===== config.mk =====
export PLATFORM = sky130hd
export DESIGN_NAME = mi3_fifo
export DESIGN_NICKNAME = d
export VERILOG_FILES = /design/src/rtl/mi3_fifo.sv
export SDC_FILE = /design/constraint.sdc
export NUM_CORES = 1
export LEC_CHECK = 0
export CORE_UTILIZATION = 35
export DETAILED_ROUTE_END_ITERATION = 16
export DONT_BUFFER_PORTS = 1
export GPL_ROUTABILITY_DRIVEN = 1
export GPL_TIMING_DRIVEN = 0
export PLACE_DENSITY = 0.59
export SYNTH_ARGS = -nofsm -noshare
export SYNTH_HDL_FRONTEND = slang
export SYNTH_SLANG_ARGS = --single-unit

===== constraint.sdc =====
create_clock -name clk_i -period 2.1 [get_ports clk_i]
set_clock_uncertainty 0.05 [all_clocks]
set_input_delay 0.105 -clock clk_i [delete_from_list [all_inputs] [get_ports clk_i]]
set_output_delay 0.105 -clock clk_i [all_outputs]
set_load 0.01 [all_outputs]

===== src/rtl/mi3_fifo.sv =====
// ----------------------------------------------------------------------------
// mi3_fifo
// Small register queue with push/full and pop/empty sides.
// ----------------------------------------------------------------------------
module mi3_fifo #(
  parameter int unsigned DEPTH  = 2,
  parameter int unsigned DATA_W = 8
) (
  input  logic              clk_i,
  input  logic              rst_ni,
  input  logic              push_i,
  input  logic [DATA_W-1:0] data_i,
  output logic              full_o,
  input  logic              pop_i,
  output logic [DATA_W-1:0] data_o,
  output logic              empty_o
);

  localparam int unsigned PTR_W = (DEPTH > 1) ? $clog2(DEPTH) : 1;
  localparam int unsigned CNT_W = $clog2(DEPTH + 1);

  logic [DATA_W-1:0] mem_q [DEPTH];
  logic [PTR_W-1:0]  wr_ptr_q, wr_ptr_d;
  logic [PTR_W-1:0]  rd_ptr_q, rd_ptr_d;
  logic [CNT_W-1:0]  cnt_q, cnt_d;
  logic              do_push;
  logic              do_pop;

  assign full_o  = (cnt_q == CNT_W'(DEPTH));
  assign empty_o = (cnt_q == '0);
  assign do_push = push_i && !full_o;
  assign do_pop  = pop_i && !empty_o;
  assign data_o  = mem_q[rd_ptr_q];

  // pointer and fill count update
  always_comb begin
    wr_ptr_d = wr_ptr_q;
    rd_ptr_d = rd_ptr_q;
    cnt_d    = cnt_q;
    if (do_push) begin
      wr_ptr_d = (wr_ptr_q == PTR_W'(DEPTH - 1)) ? '0 : wr_ptr_q + 1'b1;
    end
    if (do_pop) begin
      rd_ptr_d = (rd_ptr_q == PTR_W'(DEPTH - 1)) ? '0 : rd_ptr_q + 1'b1;
    end
    if (do_push && !do_pop) begin
      cnt_d = cnt_q + 1'b1;
    end else if (do_pop && !do_push) begin
      cnt_d = cnt_q - 1'b1;
    end
  end

  always_ff @(posedge clk_i or negedge rst_ni) begin
    if (!rst_ni) begin
      wr_ptr_q <= '0;
      rd_ptr_q <= '0;
      cnt_q    <= '0;
    end else begin
      wr_ptr_q <= wr_ptr_d;
      rd_ptr_q <= rd_ptr_d;
      cnt_q    <= cnt_d;
    end
  end

  // storage
  always_ff @(posedge clk_i) begin
    if (do_push) begin
      mem_q[wr_ptr_q] <= data_i;
    end
  end

endmodule


# Word-level counts from Yosys, hierarchy flattened
# Memory sizes are Yosys's and may differ from the RTL's.
# Cells that the tools add are included.
dict set report totals {
  n_memories 1
  out_inout_bits 10
  ramBits 16
  ff_bits 4
  wordCells 25
}
# name words word_bits read_ports rd_ports_with_merged_regs wr line_no
set mem_list {}
lappend mem_list {mem_q 2 8 1 0 1 22} ;# logic [DATA_W-1:0] mem_q [DEPTH];
dict set report op_classes {
  addsub 4
  n_eq_ne 1
  mux 6
  reduce_logical 10
}
# op n
set op_table {}
lappend op_table {{logical AND 1 bit} 4}
lappend op_table {{logical NOT 1 bit} 4}
lappend op_table {{2-to-1 mux 1 bit} 4}
lappend op_table {{2-to-1 mux 2 bit} 2}
lappend op_table {{adder 1 bit, second input constant} 2}
lappend op_table {{adder 2 x 1 -> 2 bit, second input constant} 1}
lappend op_table {{== test 2 bit, second input constant} 1}
lappend op_table {{logical NOT 2 bit} 1}
lappend op_table {{nonzero test 2 bit} 1}
lappend op_table {{subtractor 2 x 1 -> 2 bit, second input constant} 1}

# Longest topological paths before layout
# Gate-level depths: netlist (run 1).
dict set report depth {
  word_depth 7
  mapped_depth 7
  mapped_depth_nobuf 7
}

# Least setup slack after synthesis (run 1)
# No wires, ideal clock.
dict set report synth_timing {
  kind {flip-flop to flip-flop}
  from {register cnt_q[0]}
  to {memory mem_q[0][0], enable pin}
  stages_incl_launch_ff 4
  path_buffers 0
  setup_ns 0.370
  slack_ns 0.658
  t_arrival_ns 1.022
  required_ns 1.680
  path_cell_list {dfrtp_1 > nand2b_1 > nand2_2 > nor2_1}
}
dict set report synth_via {
  elab_chain_cells 5
}
# element line_no
set synth_lines {}
lappend synth_lines {{start, declared} 25} ;# logic [CNT_W-1:0] cnt_q, cnt_d;
lappend synth_lines {{start signal, assigned} 61} ;# cnt_q <= cnt_d;
lappend synth_lines {{== test 2 bit} 29} ;# assign full_o = (cnt_q == CNT_W'(DEPTH));
lappend synth_lines {{logical NOT 1 bit} 31} ;# assign do_push = push_i && !full_o;
lappend synth_lines {{logical AND 1 bit} 31}
lappend synth_lines {{2-to-1 mux 1 bit} 67} ;# if (do_push) begin
lappend synth_lines {{2-to-1 mux 1 bit (not written as such)} 68} ;# mem_q[wr_ptr_q] <= data_i;
lappend synth_lines {{end, declared} 22}
# No other way between the ends.

# Worst setup path after layout (run 1)
dict set report layout_timing {
  from {register cnt_q[0]}
  to {memory mem_q[0][7], enable pin}
}
# The elaborated chain is that of the path after synthesis.

==> metrics.cfg, run 1 <==
[status]
status=finished clean

[place]
hpwl_um=768
gp_congestion=0.588
placed_cell_area_sq_um=816
port_buffers=0

[critical_path]
cp_slowest_cell=nor2_1
reg2reg_setup_slack_ps=430
path_cells=nand2b_1 -> nand2_2 -> nor2_1
cp.arrival_ps=1550
cp_slowest_stage_delay_ps=530
r2r-start=cnt_q[0]$_DFFE_PN0P_
r2r_cells=3
crit_required_ps=1990
path_max_fanout=8
crit_type=flip-flop to flip-flop
r2r-end=mem_q[0][7]$_DFFE_PP_
cp-endpoint=mem_q[0][7]$_DFFE_PP_
startpoint=cnt_q[0]$_DFFE_PN0P_
crit_path_start_kind=flip-flop
cp-end-kind=flip-flop

[detailed_routing]
drtPass1Iterations=3
vias_per_cell=4.65
drc=0
drt-met1-wl_um=557
routed_wl_um=1210
wl_met2_um=573
drt_iter0_markers=5
met3_wirelength_um=62
via_count=400
postRouteAntennaNets=0
wire_per_inst_um=14.1
routed.top_layer=met4

[synthesis]
yosysWarnings=0
syn-num-nets=57
yosys.area.top_type_share=0.614
synth.distinct_cells=15
synth_area_sq_um=782
yosysMostFrequentCell=edfxtp_1
syn_inst=44
seq_area_frac_synth=0.742
muxShareOfSynthArea=0.115
synthXorXnorAreaFrac=0.0656
async_flop_share=0.200
ys_seq_elements=20
synth_simple_gate_area_frac=0.0384
syn_avg_cell_area_sq_um=17.8
synth_common_cells=edfxtp_1 (16), mux2_1 (6), dfrtp_1 (4), nor2_1 (3)
synth_edf_count=16
synth_top_cell_by_area=edfxtp_1
yosys_most_used_dff=edfxtp_1
synth_area_leaders=edfxtp_1 (61%), dfrtp_1 (13%), mux2_1 (8.6%)
synth-adder-area-share=0.0160
synth-compound-area-share=0.00640
synth_top_family_by_area=multiplexers

[global_route]
grt_pass1_vias=427
grt_max_degree=12
grt_util_all_layers=0.114
grt_overflow_total=0
grt_pass1_wl_um=1980
antenna_found_initial=0

[cts]
clock_path_buffers=2
cts.clk_slew.worst_paths_ps=110
clk_latency_ps=290
clock-sinks=20
cts_resized=0
htreeDepth=1
cts_root_buf=clkbuf_4
cts_buffers=3
tritoncts=done

[sta]
setup_tns_ps=0
max-slew-margin-rel=0.544
rsz0062_at_grt=no
finalCriticalPeriod_ps=1670
fin_crit_sh=0.794
setup_violations=0
hold_viol_final=0
tightestPinTransition_ps=681
final-max-slew-violation-count=0
timing.fmax_mhz=600

[layout]
synthToLayoutAreaGrowth_pct=21.8
utilization=0.471
drive_gt1_frac=0.136
insertedDiodeCount=0
nNetsFinal=73
final_area_sq_um=952

[floorplan]
die_y_um=49.3
dieArea_sq_um=2430
start_util=0.387
io_pins=22
rows=16
die_w_um=49.3
core_area_sq_um=2020

[pwr]
power-per-cell-area_nw_per_um2=1230
leakage_nw=0.355
power_mw=1.18
peakVddDrop_uv=715

[min_path]
hold_class=input port to async pin

[job]
max_cap_viol_count=0

repair_timing:
item,in CTS,in global routing
hold buffers,11,0
hold endpoints to repair,22,0
setup buffers,0,0
layout make-up:
cell class | count | area, sq um
buffer | 1 | 5.00
clock buffer | 4 | 26.3
fill | 186 | 1070
inverter | 2 | 7.51
multi-input combinational | 21 | 189
sequential | 20 | 581
tap | 27 | 33.8
timing repair buffer | 11 | 110
layer usage:
metal / track usage / vias to the layer above
li1: - / 187
met1: 0.134 / 196
met2: 0.180 / 15
met3: 0.0249 / 2
met4: 0.0882 / 0
met5: 0 / -
power by group:
part	total [mW]	internal (mW)	switching, mW
Combinational	0.380	0.162	0.217
Sequential	0.609	0.554	0.0547
Clock	0.187	0.0738	0.113
Total	1.18	0.790	0.385
how the worst min path moves through the flow:
stage	endpoint	slack, ps
global route	rd_ptr_q$_DFFE_PN0P_	20
floorplan	cnt_q[0]$_DFFE_PN0P_	-240
detailed placement	wr_ptr_q$_DFFE_PN0N_	-240
CTS	rd_ptr_q$_DFFE_PN0P_	20
finish	rd_ptr_q$_DFFE_PN0P_	20
global placement	wr_ptr_q$_DFFE_PN0N_	-240
metrics by stage:
| step | instances | hold slack, ps | worst slack [ps] |
|---|---|---|---|
| after global routing | 86 | 19.2 | 306 |
| after floorplan | 44 | -241 | 658 |
| final | 86 | 21.8 | 433 |
| after global placement | 71 | -240 | 419 |
| after detailed placement | 71 | -240 | 396 |
| after CTS | 86 | 23.3 | 381 |
worst max-delay path, delay by kind of cell (launching register included):
family | cells | cell delay, ps
and+or+nand+nor | 3 | 810
DFF | 1 | 450
registers in the layout (all words and copies together), names as in the netlist:
| name | count |
|---|---|
| mem_q | 16 |
| cnt_q | 2 |
| rd_ptr_q | 1 |
| wr_ptr_q | 1 |
cell usage in the layout (no fill, tap or decap), drive strengths merged:
cell type    count
nand2b           1
mux2             8
buf              1
xnor2            3
ha               1
nor2             3
clkbuf           4
o21ai            1
dlygate4sd3     11
inv              2
dfrtp            4
nand2            1
xor2             2
and3             1
edfxtp          16
cells by family (layout without fill, tap and decap cells):
logic type,count (synthesis),after routing
simple gates,6,6
xor+xnor,5,5
buf+inv,3,18
flops,20,20
mux,8,8
compound gates,1,1
fa+ha+maj,1,1
(Power assumes the default switching activity.)
==> inputs of run 2 (changes only) <==
==> constraint.sdc (replaced) <==
create_clock -name clk_i -period 1.7 [get_ports clk_i]
set_clock_uncertainty 0.05 [all_clocks]
set_input_delay 0.085 -clock clk_i [delete_from_list [all_inputs] [get_ports clk_i]]
set_output_delay 0.085 -clock clk_i [all_outputs]
set_load 0.01 [all_outputs]
==> metrics.cfg, run 2 (synthesis gave the netlist of run 1 again) <==
[status]
status=finished clean

[sta]
final-max-slew-violation-count=0  ; unchanged
timing.fmax_mhz=640  ; +6.6%
max-slew-margin-rel=0.715  ; +0.171
setup_tns_ps=0  ; unchanged
finalCriticalPeriod_ps=1560  ; -104 ps
hold_viol_final=0  ; unchanged
setup_violations=0  ; unchanged
tightestPinTransition_ps=426  ; -255 ps
fin_crit_sh=0.920  ; +0.126
rsz0062_at_grt=no

[critical_path]
cp_slowest_stage_delay_ps=450  ; -80 ps
cp_slowest_cell=dfrtp_1
r2r_cells=6  ; +3
cp-end-kind=flip-flop
crit_path_start_kind=flip-flop
path_cells=nand2b_1 -> nand2_2 -> inv_1 -> ha_1 -> nor2_1 -> xor2_1
cp.arrival_ps=1730  ; +180 ps
crit_required_ps=1870  ; -120 ps
r2r-start=cnt_q[0]$_DFFE_PN0P_
path_max_fanout=5  ; -3
reg2reg_setup_slack_ps=140  ; -300 ps
r2r-end=cnt_q[1]$_DFFE_PN0P_
crit_type=flip-flop to flip-flop

[layout]
synthToLayoutAreaGrowth_pct=23.4
nNetsFinal=74  ; +1.4%
final_cells=87  ; +1.2%
reg_top3=mem_q: 16 flops, cnt_q: 2 flops
layout_commonest_cell=edfxtp_1
regMostFlops=mem_q
insertedDiodeCount=0  ; unchanged
drive_gt1_frac=0.150  ; +0.0144
utilization=0.477  ; +0.00619
mostFrequentLayoutCells=edfxtp_1 (16), dlygate4sd3_1 (12), mux2_1 (6), dfrtp_1 (4), clkbuf_4 (3)
largest_register_ff_count=16  ; unchanged

[floorplan]
core_area_sq_um=2020  ; unchanged
die_w_um=49.3  ; unchanged
start_util=0.387  ; unchanged
die_y_um=49.3  ; unchanged
dieArea_sq_um=2430  ; unchanged
rows=16  ; unchanged
io_pins=22  ; unchanged

[cts]
cts_setup_buffers=0  ; unchanged
cts_root_buf=clkbuf_4
clock_path_buffers=2  ; unchanged
tritoncts=done
cts_buffers=3  ; unchanged
cts.clk_slew.worst_paths_ps=110  ; about the same
clk_latency_ps=290  ; about the same
htreeDepth=1  ; unchanged
clock-sinks=20  ; unchanged

[detailed_routing]
vias_per_cell=4.67  ; +0.33%
drt_iter0_markers=4  ; -1
met3_wirelength_um=61  ; -1.6%
wl_met2_um=576  ; +0.52%
wire_per_inst_um=13.9  ; -1.7%
drt-met1-wl_um=549  ; -1.4%
routed.top_layer=met4
drtPass1Iterations=4  ; +1
routed_wl_um=1210  ; -0.58%
drc=0  ; unchanged
via_count=406  ; +1.5%
postRouteAntennaNets=0  ; unchanged

[global_route]
grt_util_all_layers=0.117  ; +0.00266
grt_max_degree=12  ; unchanged
grt_pass1_wl_um=2030  ; +2.4%
antenna_found_initial=0  ; unchanged
grt_overflow_total=0  ; unchanged
grt_pass1_vias=435  ; +1.9%

[min_path]
worstHoldEndpoint=mem_q[1][6]$_DFFE_PP_
hold_class=input port to flip-flop
min_from=push_i
hold-path-cell-count=1

[pwr]
netSwitchingFraction=0.327  ; -0.000640
power-per-cell-area_nw_per_um2=1510  ; +22%
peakVddDrop_uv=801  ; +12%
p_int_mw=0.979  ; +24%
comb_power_share=0.325  ; +0.002
clkPwrFrac=0.157  ; -0.002
pwr-share-seq=0.518  ; about the same
p_sw_mw=0.476  ; +24%
leakage_nw=0.359  ; +1.1%

[place]
gp_congestion=0.588  ; unchanged
hpwl_um=768  ; unchanged
port_buffers=0  ; unchanged
dp_cells=71  ; unchanged

[job]
max_cap_viol_count=0  ; unchanged

run 2: cell type report:
cell class / instances / area [sq um]
fill: 187 / 1060
inverter: 2 / 7.51
clock buffer: 4 / 26.3
timing repair buffer: 12 / 120
sequential: 20 / 581
multi-input combinational: 21 / 191
tap: 27 / 33.8
buffer: 1 / 5.00
run 2: layer usage:
layer,vias to the layer above,GRT usage
li1,190,-
met1,199,0.138
met2,15,0.185
met3,2,0.0249
met4,0,0.0882
met5,-,0
run 2: worst max path at each step:
stage,end,cells past startpoint,from
final,cnt_q[1]$_DFFE_PN0P_,6,cnt_q[0]$_DFFE_PN0P_
after global routing,cnt_q[1]$_DFFE_PN0P_,7,cnt_q[0]$_DFFE_PN0P_
after CTS,cnt_q[1]$_DFFE_PN0P_,6,cnt_q[0]$_DFFE_PN0P_
after detailed placement,mem_q[0][4]$_DFFE_PP_,3,cnt_q[0]$_DFFE_PN0P_
after global placement,mem_q[0][4]$_DFFE_PP_,3,cnt_q[0]$_DFFE_PN0P_
after floorplan,mem_q[0][0]$_DFFE_PP_,3,cnt_q[0]$_DFFE_PN0P_
run 2: repair_timing:
item                       in CTS  in global routing
hold buffers                   11                  1
setup endpoints to repair       8                  0
resized for setup               1                  0
hold endpoints to repair       22                  1
run 2: critical path, delay by kind of cell (launching register included):
family                   cells  cell delay, ps
AND/OR/NAND/NOR              3             480
adder cells (fa/ha/maj)      1             300
buffers and inverters        1              50
flip-flops                   1             450
XOR/XNOR                     1             160
run 2: stage by stage:
stage / power [mW] / worst slack (ps) / hold WS (ps) / instance area, sq um
floorplan: 1.13 / 258 / -261 / 782
global route: 1.55 / 14.1 / 207 / 965
CTS: 1.47 / 123 / 3.29 / 955
finish: 1.46 / 137 / 205 / 965
detailed placement: 1.22 / -4.22 / -260 / 816
global placement: 1.20 / 18.6 / -260 / 816
run 2: power groups by stage:
stage | combinational (mW) | clock, mW | sequential (mW)
after floorplan | 0.387 | 0 | 0.746
after global placement | 0.445 | 0 | 0.756
after detailed placement | 0.455 | 0 | 0.766
after CTS | 0.486 | 0.232 | 0.756
after global routing | 0.521 | 0.257 | 0.774
final | 0.474 | 0.228 | 0.753
